[config.mk]
export PLATFORM = sky130hd
export DESIGN_NAME = quadrature_detent_long_press
export DESIGN_NICKNAME = d
export VERILOG_FILES = /design/src/qdlp_pkg.sv /design/src/quadrature_detent_long_press.sv
export SDC_FILE = /design/constraint.sdc
export NUM_CORES = 1
export LEC_CHECK = 0
export BUFFER_PORTS_ARGS = -buffer_cell sky130_fd_sc_hd__clkbuf_2
export CORE_MARGIN = 4
export CORE_UTILIZATION = 60
export DETAILED_ROUTE_END_ITERATION = 10
export GPL_TIMING_DRIVEN = 0
export MAX_ROUTING_LAYER = met4
export PLACE_DENSITY = 0.81
export REMOVE_ABC_BUFFERS = 1
export SLEW_MARGIN = 40
export SYNTH_ARGS = -nofsm -noshare
export SYNTH_HDL_FRONTEND = slang
export SYNTH_SLANG_ARGS = --single-unit
[constraint.sdc]
create_clock -name clock -period 4.03 [get_ports clock]
set_input_delay 0 -clock clock [delete_from_list [all_inputs] [get_ports clock]]
set_output_delay 0 -clock clock [all_outputs]
set_load 0.01 [all_outputs]
[src/qdlp_pkg.sv]
package qdlp_pkg;

   // register indexes on the csr port
   localparam logic [2:0] CSR_STEPS_PER_DETENT = 3'd0;
   localparam logic [2:0] CSR_LONG_PRESS_MS    = 3'd1;
   localparam logic [2:0] CSR_ACTIVE_LOW       = 3'd2;
   localparam logic [2:0] CSR_ENCODER_ENABLED  = 3'd3;
   localparam logic [2:0] CSR_BUTTON_ENABLED   = 3'd4;

   localparam int CSR_INDEX_WIDTH = 3;
   localparam int CSR_DATA_WIDTH  = 16;

   // register reset values
   localparam logic [4:0]  STEPS_PER_DETENT_RESET = 5'd4;
   localparam logic [15:0] LONG_PRESS_MS_RESET    = 16'd500;

   // detent size limits
   localparam logic [4:0] DETENT_MIN = 5'd1;
   localparam logic [4:0] DETENT_MAX = 5'd16;

   // navigation step codes
   localparam logic signed [1:0] NAV_NONE = 2'sd0;
   localparam logic signed [1:0] NAV_NEXT = 2'sd1;
   localparam logic signed [1:0] NAV_PREV = -2'sd1;

   typedef struct packed {
      logic        level_a;
      logic        level_b;
      logic        button_level;
      logic [31:0] now_ms;
   } req_type;

   typedef struct packed {
      logic signed [1:0] nav_step;
      logic              select_event;
      logic              back_event;
   } rsp_type;

   // quadrature transition table, index is {prev_ab, ab}
   function automatic logic signed [1:0] quad_dir(input logic [3:0] idx);
      logic signed [1:0] dir;
      unique case (idx)
         4'd1, 4'd7, 4'd8, 4'd14: dir = NAV_PREV;
         4'd2, 4'd4, 4'd11, 4'd13: dir = NAV_NEXT;
         default: dir = NAV_NONE;
      endcase
      return dir;
   endfunction

endpackage

[src/quadrature_detent_long_press.sv]
// Quadrature encoder and push-button decoder. Each accepted sample (A/B levels,
// raw button level, millisecond timestamp) yields exactly one result: a
// navigation step of +1/-1/0 once a full detent of steps_per_detent counts has
// accumulated, a select event on release of a short press, and a single back
// event once a press has been held long_press_ms or more (wrapping time).
// A new sample can be taken every clock cycle; the result is registered on its
// transfer, held in a single output register whose stall back-pressures the
// input only while that register is full and stalled. The user must write
// registers through the csr port only while no sample is in flight; the block
// does not enforce this. csr_ready is always high.
module quadrature_detent_long_press (
   input  logic                                clock,
   input  logic                                reset,
   input  logic                                req_valid,
   output logic                                req_stall,
   input  qdlp_pkg::req_type                   req_payload,
   output logic                                rsp_valid,
   input  logic                                rsp_stall,
   output qdlp_pkg::rsp_type                   rsp_payload,
   input  logic                                csr_valid,
   output logic                                csr_ready,
   input  logic [qdlp_pkg::CSR_INDEX_WIDTH-1:0] csr_index,
   input  logic [qdlp_pkg::CSR_DATA_WIDTH-1:0]  csr_data
);

   // configuration registers
   logic [4:0]  steps_per_detent_ff;
   logic [15:0] long_press_ms_ff;
   logic        active_low_ff;
   logic        encoder_enabled_ff;
   logic        button_enabled_ff;

   // decoder state
   logic [1:0]        prev_ab_ff, prev_ab_in;
   logic signed [4:0] step_accum_ff, step_accum_in;
   logic              pressed_ff, pressed_in;
   logic [31:0]       press_start_ff, press_start_in;
   logic              press_handled_ff, press_handled_in;

   // output register
   logic              rsp_valid_ff;
   qdlp_pkg::rsp_type rsp_payload_ff, rsp_payload_in;

   logic              req_accept;
   logic              csr_write;
   logic [1:0]        ab;
   logic signed [1:0] dir;
   logic [4:0]        detent;
   logic signed [6:0] sum;
   logic signed [6:0] detent_s;
   logic              down;
   logic [31:0]       elapsed;

   assign csr_ready  = 1'b1;
   assign csr_write  = csr_valid && csr_ready;
   assign req_stall  = rsp_valid_ff && rsp_stall;
   assign req_accept = req_valid && !req_stall;
   assign rsp_valid  = rsp_valid_ff;
   assign rsp_payload = rsp_payload_ff;

   // csr writes
   always_ff @(posedge clock) begin
      if (reset) begin
         steps_per_detent_ff <= qdlp_pkg::STEPS_PER_DETENT_RESET;
         long_press_ms_ff    <= qdlp_pkg::LONG_PRESS_MS_RESET;
         active_low_ff       <= 1'b1;
         encoder_enabled_ff  <= 1'b1;
         button_enabled_ff   <= 1'b1;
      end else if (csr_write) begin
         unique case (csr_index)
            qdlp_pkg::CSR_STEPS_PER_DETENT: steps_per_detent_ff <= csr_data[4:0];
            qdlp_pkg::CSR_LONG_PRESS_MS:    long_press_ms_ff    <= csr_data;
            qdlp_pkg::CSR_ACTIVE_LOW:       active_low_ff       <= csr_data[0];
            qdlp_pkg::CSR_ENCODER_ENABLED:  encoder_enabled_ff  <= csr_data[0];
            qdlp_pkg::CSR_BUTTON_ENABLED:   button_enabled_ff   <= csr_data[0];
            default: ;
         endcase
      end
   end

   // detent size clamped to 1..16
   always_comb begin
      priority if (steps_per_detent_ff < qdlp_pkg::DETENT_MIN) begin
         detent = qdlp_pkg::DETENT_MIN;
      end else if (steps_per_detent_ff > qdlp_pkg::DETENT_MAX) begin
         detent = qdlp_pkg::DETENT_MAX;
      end else begin
         detent = steps_per_detent_ff;
      end
   end

   // encoder path
   assign ab       = {req_payload.level_a, req_payload.level_b};
   assign dir      = qdlp_pkg::quad_dir({prev_ab_ff, ab});
   assign sum      = 7'(step_accum_ff) + 7'(dir);
   assign detent_s = $signed({2'b00, detent});

   // button path
   assign down    = active_low_ff ? !req_payload.button_level : req_payload.button_level;
   assign elapsed = req_payload.now_ms - press_start_ff;

   always_comb begin
      prev_ab_in       = prev_ab_ff;
      step_accum_in    = step_accum_ff;
      pressed_in       = pressed_ff;
      press_start_in   = press_start_ff;
      press_handled_in = press_handled_ff;
      rsp_payload_in.nav_step     = qdlp_pkg::NAV_NONE;
      rsp_payload_in.select_event = 1'b0;
      rsp_payload_in.back_event   = 1'b0;

      if (encoder_enabled_ff) begin
         prev_ab_in = ab;
         if (dir != qdlp_pkg::NAV_NONE) begin
            priority if (sum >= detent_s) begin
               step_accum_in = 5'(sum - detent_s);
               rsp_payload_in.nav_step = qdlp_pkg::NAV_NEXT;
            end else if (sum <= -detent_s) begin
               step_accum_in = 5'(sum + detent_s);
               rsp_payload_in.nav_step = qdlp_pkg::NAV_PREV;
            end else begin
               step_accum_in = 5'(sum);
            end
         end
      end

      if (button_enabled_ff) begin
         priority if (down && !pressed_ff) begin
            pressed_in       = 1'b1;
            press_start_in   = req_payload.now_ms;
            press_handled_in = 1'b0;
         end else if (down && !press_handled_ff) begin
            if (elapsed >= {16'd0, long_press_ms_ff}) begin
               press_handled_in = 1'b1;
               rsp_payload_in.back_event = 1'b1;
            end
         end else if (!down && pressed_ff) begin
            pressed_in = 1'b0;
            rsp_payload_in.select_event = !press_handled_ff;
         end else begin
            // released and idle, or a hold already reported
         end
      end
   end

   // state update per transfer
   always_ff @(posedge clock) begin
      if (reset) begin
         prev_ab_ff       <= 2'd0;
         step_accum_ff    <= 5'sd0;
         pressed_ff       <= 1'b0;
         press_start_ff   <= 32'd0;
         press_handled_ff <= 1'b0;
      end else if (req_accept) begin
         prev_ab_ff       <= prev_ab_in;
         step_accum_ff    <= step_accum_in;
         pressed_ff       <= pressed_in;
         press_start_ff   <= press_start_in;
         press_handled_ff <= press_handled_in;
      end
   end

   // result register
   always_ff @(posedge clock) begin
      if (reset) begin
         rsp_valid_ff <= 1'b0;
      end else if (req_accept) begin
         rsp_valid_ff <= 1'b1;
      end else if (!rsp_stall) begin
         rsp_valid_ff <= 1'b0;
      end
   end

   always_ff @(posedge clock) begin
      if (req_accept) begin
         rsp_payload_ff <= rsp_payload_in;
      end
   end

   // checks
   a_no_double_event: assert property (@(posedge clock) disable iff (reset)
      rsp_valid_ff |-> !(rsp_payload_ff.select_event && rsp_payload_ff.back_event))
      else $error("select and back in one result");

   a_nav_code: assert property (@(posedge clock) disable iff (reset)
      rsp_valid_ff |-> (rsp_payload_ff.nav_step != 2'b10))
      else $error("illegal nav step code");

   a_accum_range: assert property (@(posedge clock) disable iff (reset)
      step_accum_ff != -5'sd16)
      else $error("step accumulator out of range");

   a_back_needs_press: assert property (@(posedge clock) disable iff (reset)
      (req_accept && rsp_payload_in.back_event) |-> (pressed_ff && !press_handled_ff))
      else $error("back event without an open press");

   a_select_needs_press: assert property (@(posedge clock) disable iff (reset)
      (req_accept && rsp_payload_in.select_event) |=> !pressed_ff)
      else $error("select event without release");

endmodule
==> results of run 1 <==
==> repair_timing <==
| action | CTS | global route |
|---|---|---|
| cloned | 0 | 0 |
| endpoints found under the hold margin | 57 | 0 |
| resized for setup | 10 | 24 |
| hold buffers | 51 | 0 |
| buffers inserted | 0 | 5 |
| setup endpoints to repair | 3 | 6 |
| pin swaps | 2 | 10 |
==> synthesized netlist by cell type (3+ instances only) <==
library cell,n,area (um^2)
nand2_1,131,492
clkbuf_1,17,63.8
xor2_1,12,105
and2_1,3,18.8
a211o_1,11,96.3
fa_1,4,80.1
a211oi_1,11,82.6
nand3_1,18,90.1
nor3b_1,3,22.5
o211ai_1,6,45.0
or3_1,3,18.8
a311oi_1,4,35.0
o21a_1,7,52.6
ha_1,75,938
o31ai_1,4,30.0
a21o_1,12,90.1
mux2i_1,6,60.1
o21ai_0,32,160
a21boi_0,3,22.5
xnor2_1,16,140
a21oi_1,90,450
buf_1,3,11.3
inv_1,78,293
edfxtp_1,4,120
a21oi_2,3,26.3
nor2b_1,11,68.8
and3_1,6,37.5
nand4_1,7,43.8
a31oi_1,4,25.0
o21bai_1,5,37.5
nand2b_1,9,56.3
nor3_1,6,30.0
o22ai_1,4,25.0
dfxtp_1,66,1320
nor2_1,64,240
==> worst min-delay path by stage <==
stage / end / depth (start not counted)
2_1_floorplan: long_press_ms_ff[0]$_SDFFE_PP0P_ / 1
3_3_place_gp: long_press_ms_ff[8]$_SDFFE_PP1P_ / 2
3_5_place_dp: long_press_ms_ff[5]$_SDFFE_PP1P_ / 2
4_1_cts: rsp_valid$_SDFFE_PP0P_ / 4
5_1_grt: encoder_enabled_ff$_SDFFE_PP1P_ / 3
6_report: rsp_valid$_SDFFE_PP0P_ / 4
==> final cells by class <==
type / count / area (um^2)
Fill cell: 627 / 2120
Clock inverter: 6 / 65.1
Inverter: 78 / 293
Sequential cell: 70 / 1440
Clock buffer: 10 / 149
Multi-Input combinational cell: 617 / 4300
Timing Repair Buffer: 122 / 886
Tap cell: 129 / 161
==> power breakdown <==
group	switching (mW)	total, mW	internal, mW
registers	0.0260	0.772	0.746
logic	0.650	1.15	0.497
clock network	0.300	0.627	0.327
==> cells by family after synthesis <==
group,Yosys count
flops,70
xor+xnor,28
fa+ha+maj,79
buf+inv,101
compound gates,220
mux,7
other cells,2
simple gates,281
==> worst max-delay path: stages (launching register included) <==
cell	delay (ns)
dfxtp_1	0.34
inv_1	0.07
ha_4	0.29
nand2_1	0.09
or4_4	0.53
a21o_4	0.24
and2_1	0.19
o21ai_2	0.16
xor2_2	0.18
ha_1	0.28
nand4_1	0.15
nor2_1	0.07
a41o_1	0.28
a2111oi_4	0.32
nand4_1	0.18
nor3_2	0.19
nor2_1	0.05
==> through the flow <==
step	utilization, %	setup WS, ns	total power, mW
6_report	77.5	0.150	2.55
5_1_grt	77.5	-0.0135	2.72
3_3_place_gp	67.0	-0.0481	1.72
3_5_place_dp	67.4	-0.163	1.77
2_1_floorplan	-	0.314	1.52
4_1_cts	75.8	0.0147	2.45
==> sequential cells by signal (all words and copies together), names as in the netlist, 2 cells and up <==
register	count
prev_ab_ff	2
long_press_ms_ff	16
steps_per_detent_ff	5
step_accum_ff	5
press_start_ff	32
rsp_payload	4
==> layer usage <==
layer | GRT usage, % | part of all wire, %
met2 | 48.5 | 49
met1 | 33.6 | 42
met4 | 8.93 | 1.9
met3 | 4.68 | 6.8
met5 | - | 0
==> flow_metrics.py, run 1 <==
metrics = {
    "detailed_routing": {
        "viasPerCell": 5.85,
        "postRouteAntennaNets": 0,
        "drt_wl_total_mm": 15.8,
        "drc": 0,
        "via_count": 6038,
        "dr.pass1.iters": 5,
        "wire_per_inst_um": 15.3,
        "drtIter0Drc": 341,
    },
    "place": {
        "hpwlAfterDp_mm": 10.9,
        "gp_congestion": 0.900,
        "port_buffers": 64,
        "dpl.cell_count": 960,
        "place_area_um2": 6340,
    },
    "setup_path": {
        "arrival_ns": 3.99,
        "r2r_cells": 16,
        "rr_startpoint": "press_start_ff[8]$_SDFFE_PP0P_",
        "cp-start-kind": "flop",
        "r2r-end": "rsp_payload[0]$_SDFFCE_PP0P_",
        "end_kind": "flop",
        "startpoint": "press_start_ff[8]$_SDFFE_PP0P_",
        "rrSetupSlack_ns": 0.15,
        "cp_max_fo": 6,
        "critPathKind": "reg -> reg",
        "critPathCapture": "rsp_payload[0]$_SDFFCE_PP0P_",
        "crit_required_ns": 4.14,
    },
    "sta": {
        "fmax_mhz": 258,
        "min_period_over_period_pct": 96.3,
        "finClkSkew_ns": 0.0106,
        "slew_headroom_pct": 46.6,
        "slew_viol_final": 0,
        "setup_viol": 0,
        "rsz0062_at_grt": "yes",
        "whs_ns": 0.0478,
        "tightestPinTransition_ns": 0.802,
        "fin_crit_ns": 3.88,
        "hold_viol": 0,
        "setup_tns_ns": 0,
    },
    "run_status": {
        "outcome": "finished, final reports clean",
    },
    "floorplan": {
        "dieWidth_um": 107,
        "core_um2": 9420,
        "die-area_um2": 11500,
        "std_cell_rows": 35,
        "die_h_um": 107,
        "initial_utilization_pct": 62.9,
        "io_pins": 66,
    },
    "clock_network": {
        "htree_levels": 3,
        "cts_buffers": 9,
        "cts_tree": "built",
        "clock-sinks": 70,
        "clk_latency_ns": 0.36,
        "cts_root_buf": "clkbuf_8",
        "clockBufferDepth": 2,
        "clkTransAtPathRegs_ns": 0.08,
    },
    "job": {
        "maxCapViolations": 0,
    },
    "synthesis": {
        "synth_top_family_by_area": "compound AO/OA/AOI/OAI gates",
        "synth_compound_area_share_pct": 24.2,
        "synthAdderAreaFrac_pct": 17.2,
        "synth_mux_area_share_pct": 1.39,
        "yosysUniqueCellTypes": 73,
        "yosys_warnings": 0,
        "synth_top_flop_cell": "dfxtp_1",
        "seq_area_frac_synth_pct": 24.3,
        "syn_inst": 788,
        "syn_area_um2": 5920,
        "synth.avg_cell_area_um2": 7.51,
        "synth_async_sr_flop_share_pct": 0,
        "synthSimpleGateAreaFrac_pct": 22.0,
        "synth-seq-cells": 70,
        "synth-xor-area-share_pct": 4.14,
        "synth-edff-count": 4,
    },
    "layout": {
        "drive_above_1_share_pct": 14.6,
        "instances_no_fill": 1032,
        "antennaDiodeCount": 0,
        "syn_to_final_growth_pct": 23.2,
        "fin_area_um2": 7300,
        "final_cell_mix": "nand2_1, a21oi_1, inv_1",
        "nets": 1036,
        "final_common_cell": "nand2_1",
    },
    "power": {
        "max-vdd-ir-drop_mv": 0.189,
        "pwr_density_cell_nw_per_um2": 349,
        "p_leak_nw": 3.05,
    },
    "grt": {
        "grt_pass1_wl_mm": 26.0,
        "grt_max_degree": 68,
        "grt_pass1_vias": 5784,
        "grt_usage_pct": 28.1,
        "antenna_found_initial": 0,
        "overflow": 0,
    },
    "hold_path": {
        "hp-start": "rsp_stall",
        "hp-class": "in -> reg",
    },
}
Note: power is estimated with default switching activity, not from simulation.
==> run 2: changes to the inputs <==
- CORE_UTILIZATION: 60 -> 40
- PLACE_DENSITY: 0.81 -> default
==> run 2 against run 1 <==
Compared with the run above:
- sequential cell count is the same
- first-iteration DRC count decreased by 0.88%
- combinational power hardly changed
- fmax increased by 1.8%
- die area grew 46%
- critical endpoint unchanged
- largest cell class unchanged
==> flow_metrics.py, run 2 (same netlist as run 1, synthesis figures left out) <==
metrics = {
    "run_status": {
        "outcome": "finished, final reports clean",
    },
    "clock_network": {
        "cts_tree": "built",
        "htree_levels": 3,
        "clkTransAtPathRegs_ns": 0.06,
        "cts_buffers": 9,
        "clk_latency_ns": 0.35,
        "clock-sinks": 70,
        "cts_root_buf": "clkbuf_16",
        "clockBufferDepth": 2,
    },
    "layout": {
        "final_common_cell": "nand2_1",
        "antennaDiodeCount": 0,
        "seqCellArea_um2": 1440,
        "largest_reg_flops": 32,
        "syn_to_final_growth_pct": 28.0,
        "fin_area_um2": 7580,
        "nets": 1044,
        "drive_above_1_share_pct": 15.7,
        "num-fill-cells": 1431,
        "final_cell_mix": "nand2_1, a21oi_1, inv_1",
        "multi_input_area_um2": 4330,
        "largestRegisters": "press_start_ff: 32 flops, long_press_ms_ff: 16 flops",
        "top_register": "press_start_ff",
    },
    "power": {
        "p_comb_share_pct": 40.6,
        "total_power_mw": 2.86,
        "p_leak_nw": 3.15,
        "p_sw_share_pct": 34.5,
        "sequentialPowerShare_pct": 26.9,
        "p_int_mw": 1.88,
        "p_clk_share_pct": 32.5,
        "pwr_density_cell_nw_per_um2": 378,
        "max-vdd-ir-drop_mv": 0.284,
        "p_switching_mw": 0.987,
    },
    "hold_path": {
        "hp-class": "in -> reg",
    },
    "detailed_routing": {
        "drtIter0Drc": 338,
        "drc": 0,
        "dr.pass1.iters": 5,
        "via_count": 5645,
        "postRouteAntennaNets": 0,
        "viasPerCell": 5.16,
        "drt_wl_total_mm": 14.9,
        "wire_per_inst_um": 13.6,
    },
    "place": {
        "place_ws_ns": -0.197,
        "place_area_um2": 6410,
        "gp_congestion": 0.915,
        "hpwlAfterDp_mm": 10.8,
        "port_buffers": 64,
    },
    "floorplan": {
        "io_pins": 66,
        "initial_utilization_pct": 40.7,
        "std_cell_rows": 44,
        "die-area_um2": 16800,
        "dieWidth_um": 130,
        "die_h_um": 130,
        "core_um2": 14500,
    },
    "sta": {
        "setup_tns_ns": 0,
        "finClkSkew_ns": 0.00843,
        "whs_ns": 0.0440,
        "setup_viol": 0,
        "fmax_mhz": 262,
        "min_period_over_period_pct": 94.6,
        "slew_viol_final": 0,
        "tightestPinTransition_ns": 0.801,
        "slew_headroom_pct": 46.6,
        "rsz0062_at_grt": "yes",
        "fin_ws_ns": 0.219,
        "fin_crit_ns": 3.81,
        "hold_viol": 0,
    },
    "grt": {
        "antenna_found_initial": 0,
        "grt_pass1_wl_mm": 24.7,
        "grt_usage_pct": 18.5,
        "overflow": 0,
        "grt_max_degree": 68,
        "grt_pass1_vias": 5164,
    },
    "setup_path": {
        "crit_required_ns": 4.13,
        "cp_max_fo": 4,
        "crit_path_top_delay_cell": "dlygate4sd3_1",
        "crit_chain": "dlygate4sd3_1, clkbuf_2, inv_1, ha_1, fa_1, nand2b_4, a21oi_4, o21ai_2, a21oi_2, xor2_1, ha_1, a21oi_1, nand2_1, a211oi_2, nand4_1, a2111oi_4, nand4_1, nor3_2, nor2_1",
        "end_kind": "flop",
        "arrival_ns": 3.91,
        "cp_top_family": "compound AO/OA/AOI/OAI gates",
        "worstPathBufferInverterCount": 3,
        "critPathKind": "in -> reg",
        "cp_slowest_stage_delay_ns": 0.52,
        "cp-start-kind": "input port",
    },
    "job": {
        "maxCapViolations": 0,
    },
}
==> run 2: changes by cell type in the layout (fill, tap and decap cells not counted), sizes merged <==
| cell | previous run | this run |
|---|---|---|
| inv | 81 | 80 |
| a21oi | 93 | 94 |
| buf | 7 | 14 |
| clkbuf | 74 | 73 |
| bufinv | 1 | 3 |
==> run 2: layout make-up <==
cell class	instances	area share, %
flip-flops and latches	70	19.0
repair buffers	129	12.4
well taps	184	3.04
inverters	78	3.86
clock buffers	9	2.97
clock inverters	7	1.57
multi-input cells	618	57.1
==> run 2: through the flow <==
step	std cells	util [%]
2_1_floorplan	765	-
3_3_place_gp	1013	43.8
3_5_place_dp	1015	44.1
4_1_cts	1082	50.2
5_1_grt	1095	52.1
6_report	1095	52.1
==> run 2: power by group through the flow <==
stage | Combinational, mW | Clock (mW) | Sequential (mW)
2_1_floorplan | 0.733 | 0 | 0.785
3_3_place_gp | 0.966 | 0 | 0.786
3_5_place_dp | 0.974 | 0 | 0.786
4_1_cts | 1.03 | 0.955 | 0.771
5_1_grt | 1.32 | 0.975 | 0.776
6_report | 1.16 | 0.931 | 0.771
==> run 2: metal layers <==
layer  track usage [%]  part of all wire, %
met1              25.4                   50
met2              27.8                   44
met3              3.22                  4.0
met4              5.62                  1.5
met5                 -                    0
==> run 2: path summary, 6_finish.rpt <==
kind                                         from                               to  slack [ns]  cells past startpoint
setup / recovery                   req_payload[0]     rsp_payload[0]$_SDFFCE_PP0P_        0.22                     19
hold / removal                          rsp_stall           rsp_valid$_SDFFE_PP0P_        0.04                      4
setup reg to reg   press_start_ff[0]$_SDFFE_PP0P_     rsp_payload[0]$_SDFFCE_PP0P_        0.24                     16
hold reg to reg   press_start_ff[23]$_SDFFE_PP0P_  press_start_ff[23]$_SDFFE_PP0P_        0.45                      2
==> run 2: timing repair <==
action                                  4_1_cts  5_1_grt
gates resized for setup                       7       35
hold buffers                                 51        0
pin swaps                                     1       16
setup buffers                                 0       12
endpoints found under the setup margin        3        6
gates cloned                                  0        1
hold endpoints to repair                     57        0
==> run 2: worst min-delay path, delay by kind of cell <==
family	cells	cell delay, ns
AND/OR/NAND/NOR	3	0.27
buffers and inverters	1	0.07
